## config.mk

```make
export PLATFORM = sky130hd
export DESIGN_NAME = circulation_pump_duty_control_core_flat
export DESIGN_NICKNAME = d
export VERILOG_FILES = /design/src/rtl/cpdc_pkg.sv /design/src/rtl/cpdc_if.sv /design/src/rtl/cpdc_csr.sv /design/src/rtl/circulation_pump_duty_control_core.sv /design/src/flat_wrapper.sv
export SDC_FILE = /design/constraint.sdc
export NUM_CORES = 1
export LEC_CHECK = 0
export ABC_AREA = 1
export BUFFER_PORTS_ARGS = -buffer_cell sky130_fd_sc_hd__buf_2
export CAP_MARGIN = 10
export CORE_MARGIN = 2
export CORE_UTILIZATION = 49
export CTS_BUF_LIST = sky130_fd_sc_hd__clkbuf_4 sky130_fd_sc_hd__clkbuf_8
export DETAILED_ROUTE_END_ITERATION = 6
export HOLD_SLACK_MARGIN = 0.1
export PLACE_DENSITY = 0.67
export SYNTH_ARGS = -nofsm -noshare
export SYNTH_HDL_FRONTEND = slang
export SYNTH_SLANG_ARGS = --single-unit
```

## constraint.sdc

```tcl
create_clock -name clock -period 3.89 [get_ports clock]
set_clock_uncertainty 0.05 [all_clocks]
set_input_delay 0 -clock clock [delete_from_list [all_inputs] [get_ports clock]]
set_output_delay 0 -clock clock [all_outputs]
set_load 0.1 [all_outputs]
```

## src/rtl/cpdc_pkg.sv

```systemverilog
// Package for the circulation pump duty control core.
// Holds request codes, register indexes, the configuration struct and reset values.
// No dependencies.
package cpdc_pkg;

   localparam int unsigned TEMP_W = 12;
   localparam int unsigned CNT_W  = 16;
   localparam int unsigned CSR_IDX_W  = 3;
   localparam int unsigned CSR_DATA_W = 16;

   localparam logic [CNT_W-1:0] CNT_MAX = '1;

   typedef enum logic [1:0] {
      REQ_TICK   = 2'd0,
      REQ_EVAL   = 2'd1,
      REQ_MANUAL = 2'd2
   } req_kind_type;

   typedef enum logic [CSR_IDX_W-1:0] {
      CSR_LOW_LIMIT        = 3'd0,
      CSR_HIGH_LIMIT       = 3'd1,
      CSR_RUN_PERIOD       = 3'd2,
      CSR_IDLE_PERIOD      = 3'd3,
      CSR_IDLE_PERIOD_HIGH = 3'd4,
      CSR_NO_SWITCH_PERIOD = 3'd5,
      CSR_OUTPUT_ENABLED   = 3'd6
   } csr_idx_type;

   typedef struct packed {
      logic signed [TEMP_W-1:0] low_limit;
      logic signed [TEMP_W-1:0] high_limit;
      logic [CNT_W-1:0]         run_period;
      logic [CNT_W-1:0]         idle_period;
      logic [CNT_W-1:0]         idle_period_high;
      logic [CNT_W-1:0]         no_switch_period;
      logic                     output_enabled;
   } cfg_type;

   localparam cfg_type CFG_RESET = '{
      low_limit:        12'sd0,
      high_limit:       12'sd0,
      run_period:       16'd60,
      idle_period:      16'd600,
      idle_period_high: 16'd300,
      no_switch_period: 16'd10,
      output_enabled:   1'b0
   };

endpackage

```

## src/rtl/cpdc_if.sv

```systemverilog
// Handshake channels of the circulation pump duty control core.
// Depends on cpdc_pkg for field widths.
interface cpdc_req_if;
   logic                                  valid;
   logic                                  ready;
   logic [1:0]                            req_type;
   logic                                  temp_valid;
   logic signed [cpdc_pkg::TEMP_W-1:0]    temperature;
   modport source (output valid, req_type, temp_valid, temperature, input ready);
   modport sink   (input valid, req_type, temp_valid, temperature, output ready);
endinterface

interface cpdc_rsp_if;
   logic valid;
   logic ready;
   logic pump_on;
   logic changed;
   modport source (output valid, pump_on, changed, input ready);
   modport sink   (input valid, pump_on, changed, output ready);
endinterface

interface cpdc_csr_if;
   logic                               valid;
   logic                               ready;
   logic [cpdc_pkg::CSR_IDX_W-1:0]     index;
   logic [cpdc_pkg::CSR_DATA_W-1:0]    data;
   modport source (output valid, index, data, input ready);
   modport sink   (input valid, index, data, output ready);
endinterface

```

## src/rtl/cpdc_csr.sv

```systemverilog
// Configuration register bank of the circulation pump duty control core.
// Depends on cpdc_pkg and the cpdc_csr_if channel.
module cpdc_csr (
   input  logic              clock,
   input  logic              reset,
   cpdc_csr_if.sink          csr_ch,
   output cpdc_pkg::cfg_type cfg
);
   import cpdc_pkg::*;

   cfg_type cfg_ff;
   cfg_type cfg_in;

   assign csr_ch.ready = 1'b1;

   always_comb begin
      cfg_in = cfg_ff;
      if (csr_ch.valid) begin
         unique case (csr_idx_type'(csr_ch.index))
            CSR_LOW_LIMIT:        cfg_in.low_limit  = signed'(csr_ch.data[TEMP_W-1:0]);
            CSR_HIGH_LIMIT:       cfg_in.high_limit = signed'(csr_ch.data[TEMP_W-1:0]);
            CSR_RUN_PERIOD:       cfg_in.run_period       = csr_ch.data[CNT_W-1:0];
            CSR_IDLE_PERIOD:      cfg_in.idle_period      = csr_ch.data[CNT_W-1:0];
            CSR_IDLE_PERIOD_HIGH: cfg_in.idle_period_high = csr_ch.data[CNT_W-1:0];
            CSR_NO_SWITCH_PERIOD: cfg_in.no_switch_period = csr_ch.data[CNT_W-1:0];
            CSR_OUTPUT_ENABLED:   cfg_in.output_enabled   = csr_ch.data[0];
            default: ;  // drop writes beyond the register list
         endcase
      end
   end

   always_ff @(posedge clock) begin
      if (reset) begin
         cfg_ff <= CFG_RESET;
      end else begin
         cfg_ff <= cfg_in;
      end
   end

   assign cfg = cfg_ff;

endmodule

```

## src/rtl/circulation_pump_duty_control_core.sv

```systemverilog
// Top level of the circulation pump duty control core.
// Depends on cpdc_pkg, the channels in cpdc_if.sv and cpdc_csr.
//
//   channel  | dir | moves                          | accepted when
//   req_ch   | in  | req_type, temp_valid, temp.    | req_ch.valid && req_ch.ready
//   rsp_ch   | out | pump_on, changed               | rsp_ch.valid && rsp_ch.ready
//   csr_ch   | in  | index, data                    | csr_ch.valid (ready tied high)
//
// One request per cycle while no result is held: a request is registered in the
// input register, and the decision logic loads the result register and the pump
// state together. An accepted request passes the input register, then the result register.
// A held result stalls the input register; the input register still takes a
// request while empty. Reset clears pump state and counter and loads CFG_RESET.
module circulation_pump_duty_control_core (
   input  logic       clock,
   input  logic       reset,
   cpdc_req_if.sink   req_ch,
   cpdc_rsp_if.source rsp_ch,
   cpdc_csr_if.sink   csr_ch
);
   import cpdc_pkg::*;

   cfg_type cfg;

   cpdc_csr u_csr (
      .clock  (clock),
      .reset  (reset),
      .csr_ch (csr_ch),
      .cfg    (cfg)
   );

   // input register
   logic                     s1_valid_ff;
   logic [1:0]               s1_type_ff;
   logic                     s1_tvalid_ff;
   logic signed [TEMP_W-1:0] s1_temp_ff;

   // pump state
   logic             pump_running_ff, pump_running_in;
   logic [CNT_W-1:0] secs_ff, secs_in;

   // result register
   logic rsp_valid_ff;
   logic rsp_pump_on_ff, rsp_pump_on_in;
   logic rsp_changed_ff, rsp_changed_in;

   logic s1_adv;
   logic req_take;

   assign s1_adv   = s1_valid_ff && (!rsp_valid_ff || rsp_ch.ready);
   assign req_take = req_ch.valid && req_ch.ready;
   assign req_ch.ready = !s1_valid_ff || s1_adv;

   always_ff @(posedge clock) begin
      if (reset) begin
         s1_valid_ff <= 1'b0;
      end else if (req_ch.ready) begin
         s1_valid_ff <= req_ch.valid;
      end
   end

   always_ff @(posedge clock) begin
      if (req_take) begin
         s1_type_ff   <= req_ch.req_type;
         s1_tvalid_ff <= req_ch.temp_valid;
         s1_temp_ff   <= req_ch.temperature;
      end
   end

   // decision logic
   logic too_soon, too_cold, too_hot, run_done, idle_done;
   logic switch_now, switch_to;
   logic [CNT_W-1:0] idle_time;

   always_comb begin
      too_soon  = secs_ff < cfg.no_switch_period;
      too_cold  = s1_tvalid_ff && (s1_temp_ff < cfg.low_limit);
      too_hot   = s1_tvalid_ff && (s1_temp_ff > cfg.high_limit);
      idle_time = too_hot ? cfg.idle_period_high : cfg.idle_period;
      run_done  = secs_ff >= cfg.run_period;
      idle_done = secs_ff >= idle_time;

      switch_now = 1'b0;
      switch_to  = pump_running_ff;
      secs_in    = secs_ff;

      case (req_kind_type'(s1_type_ff))
         REQ_TICK: begin
            if (secs_ff != CNT_MAX) begin
               secs_in = secs_ff + 1'b1;
            end
         end
         REQ_EVAL: begin
            if (!too_soon && cfg.output_enabled) begin
               if (too_cold) begin
                  switch_now = pump_running_ff;
                  switch_to  = 1'b0;
               end else if (pump_running_ff) begin
                  switch_now = run_done;
                  switch_to  = 1'b0;
               end else begin
                  switch_now = idle_done;
                  switch_to  = 1'b1;
               end
            end
         end
         REQ_MANUAL: begin
            switch_now = !pump_running_ff;
            switch_to  = 1'b1;
         end
         default: ;  // unused code: report state, change nothing
      endcase

      pump_running_in = pump_running_ff;
      if (switch_now) begin
         pump_running_in = switch_to;
         secs_in         = '0;
      end
      rsp_pump_on_in = pump_running_in;
      rsp_changed_in = switch_now;
   end

   always_ff @(posedge clock) begin
      if (reset) begin
         pump_running_ff <= 1'b0;
         secs_ff         <= '0;
      end else if (s1_adv) begin
         pump_running_ff <= pump_running_in;
         secs_ff         <= secs_in;
      end
   end

   always_ff @(posedge clock) begin
      if (reset) begin
         rsp_valid_ff <= 1'b0;
      end else if (s1_adv) begin
         rsp_valid_ff <= 1'b1;
      end else if (rsp_ch.ready) begin
         rsp_valid_ff <= 1'b0;
      end
   end

   always_ff @(posedge clock) begin
      if (s1_adv) begin
         rsp_pump_on_ff <= rsp_pump_on_in;
         rsp_changed_ff <= rsp_changed_in;
      end
   end

   assign rsp_ch.valid   = rsp_valid_ff;
   assign rsp_ch.pump_on = rsp_pump_on_ff;
   assign rsp_ch.changed = rsp_changed_ff;

   // a switch clears the counter, and the state holds while the result waits
   a_switch_clears: assert property (@(posedge clock) disable iff (reset)
      rsp_valid_ff && rsp_changed_ff |-> secs_ff == '0)
      else $error("switch did not clear the seconds counter");

   a_rsp_tracks_state: assert property (@(posedge clock) disable iff (reset)
      rsp_valid_ff |-> rsp_pump_on_ff == pump_running_ff)
      else $error("reported pump state differs from held state");

   a_state_holds: assert property (@(posedge clock) disable iff (reset)
      rsp_valid_ff && !rsp_ch.ready |=> $stable(pump_running_ff) && $stable(secs_ff))
      else $error("pump state moved while a result was stalled");

   a_s1_holds: assert property (@(posedge clock) disable iff (reset)
      s1_valid_ff && !s1_adv |=> s1_valid_ff && $stable(s1_type_ff))
      else $error("stalled request lost from input register");

endmodule
```

## src/flat_wrapper.sv

```systemverilog
// flat-port wrapper written by rule: the top's interface ports become plain ports
module circulation_pump_duty_control_core_flat import cpdc_pkg::*;
  (clock, reset, req_ch_valid, req_ch_req_type, req_ch_temp_valid, req_ch_temperature, req_ch_ready, rsp_ch_valid, rsp_ch_pump_on, rsp_ch_changed, rsp_ch_ready, csr_ch_valid, csr_ch_index, csr_ch_data, csr_ch_ready);
  cpdc_req_if req_ch_i ();
  cpdc_rsp_if rsp_ch_i ();
  cpdc_csr_if csr_ch_i ();
  input  logic clock;
  input  logic reset;
  input wire logic [$bits(req_ch_i.valid)-1:0] req_ch_valid;
  input wire logic [$bits(req_ch_i.req_type)-1:0] req_ch_req_type;
  input wire logic [$bits(req_ch_i.temp_valid)-1:0] req_ch_temp_valid;
  input wire logic [$bits(req_ch_i.temperature)-1:0] req_ch_temperature;
  output wire logic [$bits(req_ch_i.ready)-1:0] req_ch_ready;
  output wire logic [$bits(rsp_ch_i.valid)-1:0] rsp_ch_valid;
  output wire logic [$bits(rsp_ch_i.pump_on)-1:0] rsp_ch_pump_on;
  output wire logic [$bits(rsp_ch_i.changed)-1:0] rsp_ch_changed;
  input wire logic [$bits(rsp_ch_i.ready)-1:0] rsp_ch_ready;
  input wire logic [$bits(csr_ch_i.valid)-1:0] csr_ch_valid;
  input wire logic [$bits(csr_ch_i.index)-1:0] csr_ch_index;
  input wire logic [$bits(csr_ch_i.data)-1:0] csr_ch_data;
  output wire logic [$bits(csr_ch_i.ready)-1:0] csr_ch_ready;
  assign req_ch_i.valid = req_ch_valid;
  assign req_ch_i.req_type = req_ch_req_type;
  assign req_ch_i.temp_valid = req_ch_temp_valid;
  assign req_ch_i.temperature = req_ch_temperature;
  assign req_ch_ready = req_ch_i.ready;
  assign rsp_ch_valid = rsp_ch_i.valid;
  assign rsp_ch_pump_on = rsp_ch_i.pump_on;
  assign rsp_ch_changed = rsp_ch_i.changed;
  assign rsp_ch_i.ready = rsp_ch_ready;
  assign csr_ch_i.valid = csr_ch_valid;
  assign csr_ch_i.index = csr_ch_index;
  assign csr_ch_i.data = csr_ch_data;
  assign csr_ch_ready = csr_ch_i.ready;
  circulation_pump_duty_control_core u_core (.clock(clock), .reset(reset), .req_ch(req_ch_i), .rsp_ch(rsp_ch_i), .csr_ch(csr_ch_i));
endmodule
```

==> metrics.txt, run 1 <==
final hold vios=0; Hold Path Class=in2reg; MaxCap Viol Count=0; Clock Latency Late Sink=450 ps; grt met3 use=4.31%; register area share after synthesis=between 30% and 40%; root buffer selected by CTS=clkbuf_8; synthesis warning total=0; Synth Cell Area=just under 7000 um^2; Die Y=122 um; Placer Congestion=a little over 0.8; Pre-Repair DR Iteration Count=5; Avg Cell Area, Syn=7.60 um^2; gr ovfl total=0; die width=between 100 and 150 um; Core Footprint=between 10000 and 15000 um^2; vias in the first global route=roughly 5400; GR peak layer=met2; Worst Hold Path EP=u_core.s1_temp_ff[5]$_DFFE_PP_; GRT Overall Usage=approximately a fifth; via count=5979; Most Frequent Cell on Critical Path=nand2_1; Initial Util=around 50%; FF-to-FF Start=u_core.s1_temp_ff[7]$_DFFE_PP_; Post-DRT Antenna Nets=0; CP Data Arrival Time=a little under 4000 ps; initial antenna violation count=0; hold wc startpoint=req_ch_temperature[5]; worst-margin pin slew=1050 ps; Tmin final=around 3800 ps; Setup CP Type=reg2reg; Die ar.=around 15000 um^2; Critical Path Fanout Max=7; Num CTS Buffers=17; drt total wl=~16 mm; status=finished clean; number of I/O port buffers=42; number of remaining DRC errors=0; Setup TNS=0 ps; dpl hpwl=10.2 mm; Slowest cell on crit path=edfxtp_1; via density per instance=a little over 5; DP Area=just over 7000 um^2; CP required=~4100 ps; met2 usage=between 30 and 40%; PD cells=361 nW/um^2; final net count=approximately 1100; global-route wire length before repair=around 25 mm; Final Core Density=61.8%; Crit Reg-Reg Endpoint=u_core.rsp_ch.pump_on$_DFFE_PP_; io pins=between 40 and 50; met1 usage=27.1%; Fmax=roughly 260 MHz; CP Launch Type=register; max-slew violations=0; EDFF count, synth=17; setup violators final=0; Hold Crit Depth=2; design area=8470 um^2; worst slew margin relative to its limit=29.5%; H-tree depth=4; drt wl/cell=13.7 um; clock slew at reported path FFs=approximately 80 ps; R2R Setup Slk=between 100 and 150 ps; Mapped Nets=between 1000 and 1500; violation count after the first detailed-route iteration=330; n_diodes=0; Final Power=roughly 3.1 mW; CTS tree=built; Core Rows=43; CTS Sinks=roughly 130; synthesis-to-layout area growth=24.5%; pin count of the biggest net entering global routing=between 100 and 150; Leakage=around 3.8 nW; Post-Synthesis Cells=approximately 900; Worst R2R Path Depth=24; most common cell after layout, fill and taps aside=nand2_1; CP bufs+invs=3; post-synthesis cell type count=33; commonest non-fill, non-tap cells in the layout=nand2_1 (145), inv_1 (121), dfxtp_1 (108), a21oi_1 (100), o21ai_0 (78); peak supply drop=about 0.23 mV; Synth Flop Type=dfxtp_1; proportion of synthesized flip-flops having asynchronous set or reset=0%; #FFs+latches synth=between 100 and 150; layout cells sized above 1=about 16%; crit share post-route=a little over nine tenths; unrepaired setup endpoints after global routing=true; Cell Chain, Critical Path=ha_4, a21oi_1, o21ai_1, nand2_1, o2111ai_2, xnor2_1, nand3_2, buf_12, nand2_1, o21ai_1, ha_1, a21oi_2, o21ai_0, nor2_1, nand4_1, nand2_1, nand2_1, nand3_2, nand2_4, nand2_8, buf_8, inv_4, nand2_2, nand2_1; Clock Tree Buf Depth=2; Top Family by Delay on Critical Path=simple AND/OR/NAND/NOR gates; CP Capture Type=register; worst stage delay on the critical path=430 ps
-- worst reg2reg max path, delay by kind of cell, from the launching register on --
| family | cells | cell delay (ps) |
|---|---|---|
| adder cells (fa/ha/maj) | 2 | 570 |
| XOR/XNOR | 1 | 220 |
| flip-flops | 1 | 430 |
| AO/OA/AOI/OAI | 6 | 710 |
| AND/OR/NAND/NOR | 12 | 1150 |
| buffers and inverters | 3 | 390 |
-- Yosys cell counts, types with 2 or more instances --
master / count / area [um^2]
o21ai_0: 87 / 435
nor2_1: 77 / 289
inv_2: 4 / 15.0
inv_1: 125 / 469
o21ai_1: 5 / 25.0
clkinv_1: 2 / 7.51
nand3_1: 37 / 185
a21o_1: 2 / 15.0
nand3_2: 10 / 100
nand2_1: 159 / 597
nand4_1: 5 / 31.3
nand2_2: 3 / 18.8
buf_2: 4 / 20.0
a21oi_1: 107 / 536
buf_6: 2 / 22.5
xor2_1: 10 / 87.6
nor2_2: 4 / 25.0
dfxtp_1: 108 / 2160
clkbuf_1: 26 / 97.6
nor3_1: 6 / 30.0
mux2i_1: 4 / 40.0
edfxtp_1: 17 / 510
xnor2_1: 4 / 35.0
o211ai_1: 6 / 45.0
ha_1: 74 / 926
-- state kept, by name (all words and copies together) (netlist names) --
name / cells
u_core.pump_running_ff: 1
u_core.rsp_ch.changed: 1
u_core.rsp_ch.pump_on: 1
u_core.rsp_ch.valid: 1
u_core.s1_temp_ff: 12
u_core.s1_tvalid_ff: 1
u_core.s1_type_ff: 2
u_core.s1_valid_ff: 1
u_core.secs_ff: 16
u_core.u_csr.cfg: 89
-- how the worst max path moves through the flow --
stage                                          startpoint                                  end  slack, ps  cells after the start
after detailed placement   u_core.s1_temp_ff[1]$_DFFE_PP_      u_core.secs_ff[12]$_SDFFE_PP0P_        100                     26
after global routing       u_core.s1_temp_ff[1]$_DFFE_PP_  u_core.pump_running_ff$_SDFFE_PP0P_       -120                     28
final                      u_core.s1_temp_ff[7]$_DFFE_PP_      u_core.rsp_ch.pump_on$_DFFE_PP_        110                     24
after global placement     u_core.s1_temp_ff[1]$_DFFE_PP_      u_core.secs_ff[12]$_SDFFE_PP0P_        210                     26
after floorplan           u_core.s1_temp_ff[11]$_DFFE_PP_      u_core.rsp_ch.pump_on$_DFFE_PP_        300                     25
after CTS                  u_core.s1_temp_ff[3]$_DFFE_PP_       u_core.secs_ff[0]$_SDFFE_PP0P_         50                     26
-- metal layers --
layer,vias to the layer above,wire length [um]
met5,-,0
met1,2727,7470
met4,0,373
met3,29,440
li1,3119,-
met2,104,7980
-- stage by stage --
| stage | worst slack, ps | hold slack [ps] | cells |
|---|---|---|---|
| after floorplan | 298 | 19.1 | 896 |
| after global placement | 208 | 127 | 1091 |
| after detailed placement | 101 | 128 | 1091 |
| after CTS | 47.3 | 183 | 1173 |
| after global routing | -123 | 193 | 1184 |
| final | 114 | 213 | 1184 |
-- area by class of cell --
| cell class | instances | area, um^2 |
|---|---|---|
| sequential | 125 | 2670 |
| timing repair buffer | 108 | 918 |
| clock inverter | 7 | 61.3 |
| fill | 1235 | 5250 |
| clock buffer | 25 | 319 |
| tap | 180 | 225 |
| multi-input combinational | 608 | 3780 |
| inverter | 131 | 495 |
-- timing repair --
action,in CTS,in global routing
endpoints found under the setup margin,0,19
hold endpoints to repair,107,0
setup buffers,0,6
resized for setup,0,70
hold buffers,50,0
-- power breakdown --
part,leakage (nW),switching (mW),internal [mW]
combinational,2.57,0.330,0.236
clock,0.208,0.490,0.596
sequential,1.04,0.0412,1.36
total,3.82,0.861,2.19
-- kinds of logic (layout without fill, tap and decap cells) --
kind of cell | after synthesis | count (layout) | share of synthesized area (%)
AND/OR/NAND/NOR | 305 | 306 | 19.5
AO/OA/AOI/OAI | 209 | 209 | 15.8
buffers and inverters | 164 | 271 | 9.40
flip-flops | 125 | 125 | 39.3
adder cells (fa/ha/maj) | 74 | 74 | 13.6
XOR/XNOR | 14 | 14 | 1.80
multiplexers | 4 | 4 | 0.588
other | 1 | 1 | 0.0551
(Power assumes the default switching activity.)
==> run 2, diff against run 1 <==
- CORE_MARGIN: 2 -> unset
==> run 2 against run 1 <==
Sequential cell count did not move. Die area fell by 3.3%. Clock-buffer cell count rose by 1. Non-clock buffer count fell by 15. Worst setup slack improved by 140 ps. Cell area fell by 5.0%.
==> metrics.txt, run 2 (synthesis results as in run 1) <==
status=finished clean; io pins=44; final net count=approximately 1100; Critical Path Fanout Max=28; Hold Path Class=in2reg; MaxCap Viol Count=0; drt wl/cell=around 13 um; Die ar.=14400 um^2; number of I/O port buffers=42; Layout Cells excl Fill=1164; Placer Congestion=0.788; clock slew at reported path FFs=70 ps; Filler Cell Count=between 1000 and 1500; n_diodes=0; Pre-Repair DR Iteration Count=5; number of remaining DRC errors=0; via count=5780; Fmax=between 200 and 300 MHz; root buffer selected by CTS=clkbuf_8; global-route wire length before repair=~26 mm; CTS tree=built; GRT Overall Usage=between 20% and 30%; crit share post-route=between 90% and 100%; CP Launch Type=register; commonest non-fill, non-tap cells in the layout=nand2_1 (158), inv_1 (124), dfxtp_1 (108), a21oi_1 (104), o21ai_0 (81); Clock Latency Late Sink=between 400 and 500 ps; Setup TNS=0 ps; Placed Instances=roughly 1100; start point of the critical path=u_core.s1_temp_ff[5]$_DFFE_PP_; PD cells=around 380 nW/um^2; max reg flops=slightly below 90; worst slew margin relative to its limit=31.7%; unrepaired setup endpoints after global routing=true; CP required=between 4000 and 5000 ps; hold wc startpoint=req_ch_temperature[0]; peak supply drop=about 0.27 mV; Core Footprint=13400 um^2; die width=about 120 um; Initial Util=around half; dpl hpwl=around 11 mm; via density per instance=~5.0; Core Rows=42; Post-DRT Antenna Nets=0; CTS Sinks=around 130; initial antenna violation count=0; synthesis-to-layout area growth=18.3%; setup violators final=0; most common cell after layout, fill and taps aside=nand2_1; Clock Tree Buf Depth=2; max-slew violations=0; Leakage=about 3.7 nW; vias in the first global route=around 5400; FF-to-FF Start=u_core.s1_temp_ff[5]$_DFFE_PP_; final hold vios=0; Hold WS=approximately 200 ps; R2R Setup Slk=260 ps; Die Y=between 100 and 150 um; CP Capture Type=register; violation count after the first detailed-route iteration=about 280; drt total wl=between 15 and 20 mm; Setup CP Type=reg2reg; H-tree depth=4; Tmin final=about 3600 ps; CP Data Arrival Time=3970 ps; gr ovfl total=0; pin count of the biggest net entering global routing=between 100 and 150; layout cells sized above 1=11.4%; Num CTS Buffers=17; worst-margin pin slew=a little over 1000 ps
run 2: cell types whose count changed in the layout (fill, tap and decap cells not counted), moves of 6 or more:
| cell | change |
|---|---|
| ha_1 | +8 |
| ha_4 | -8 |
| nand2_1 | +13 |
| nand2_2 | -10 |
| nand3_1 | +6 |
| nand3_2 | -6 |
run 2: critical path: stages (launching register included):
cell and delay, ps:
edfxtp_1 400, ha_1 340, a21oi_2 160, o21ai_1 100
nand2_1 70, o2111ai_1 120, xnor2_1 160, nand3_1 130
buf_12 190, o21ai_0 200, ha_1 260, nand2_1 80
inv_1 40, nand3_1 90, a21oi_1 50, nor2_1 110
nand4_1 140, nand2_1 100, nand2_1 50, nand3_1 70
nand2_2 70, nand2_4 100, buf_8 160, nand2_1 70
nand3_2 60, nand2_1 80, nor2_1 110
run 2: power by group:
group	leakage (nW)	total [mW]	internal, mW	switching (mW)
clock network	0.214	1.17	0.670	0.503
registers	1.04	1.40	1.36	0.0383
logic	2.45	0.490	0.192	0.298
total	3.71	3.06	2.22	0.840
run 2: final timing paths:
check,end,depth (start not counted)
hold / removal,u_core.s1_temp_ff[0]$_DFFE_PP_,2
hold reg to reg,u_core.u_csr.cfg[25]$_SDFFE_PP1P_,2
setup reg to reg,u_core.secs_ff[8]$_SDFFE_PP0P_,26
setup / recovery,u_core.secs_ff[8]$_SDFFE_PP0P_,26
run 2: cell type report:
cell class / instances / area (um^2) / area share [%]
clock inverter: 6 / 82.6 / 1.03
clock buffer: 26 / 327 / 4.06
tap: 176 / 220 / 2.74
sequential: 125 / 2670 / 33.2
inverter: 131 / 493 / 6.12
timing repair buffer: 93 / 728 / 9.04
multi-input combinational: 607 / 3530 / 43.8
run 2: routing by layer:
layer,global-route usage [%],up-vias,wire (um)
li1,-,3085,-
met1,33.7,2590,8090
met2,36.1,89,6790
met3,5.09,16,569
met4,7.81,0,150
met5,0,-,0
run 2: repair_timing:
| item | 4_1_cts | 5_1_grt |
|---|---|---|
| setup endpoints to repair | 0 | 18 |
| resized for setup | 0 | 17 |
| setup buffers | 0 | 1 |
| endpoints found under the hold margin | 107 | 0 |
| hold buffers | 46 | 0 |
run 2: per-stage QoR:
stage	area (um^2)	util, %	power [mW]	worst slack [ps]
3_3_place_gp	7130	53.2	1.86	187
5_1_grt	8050	60.1	3.23	-162
6_report	8050	60.1	3.06	255
3_5_place_dp	7130	53.2	1.87	117
2_1_floorplan	6810	-	1.74	298
4_1_cts	8000	59.7	3.07	92.4
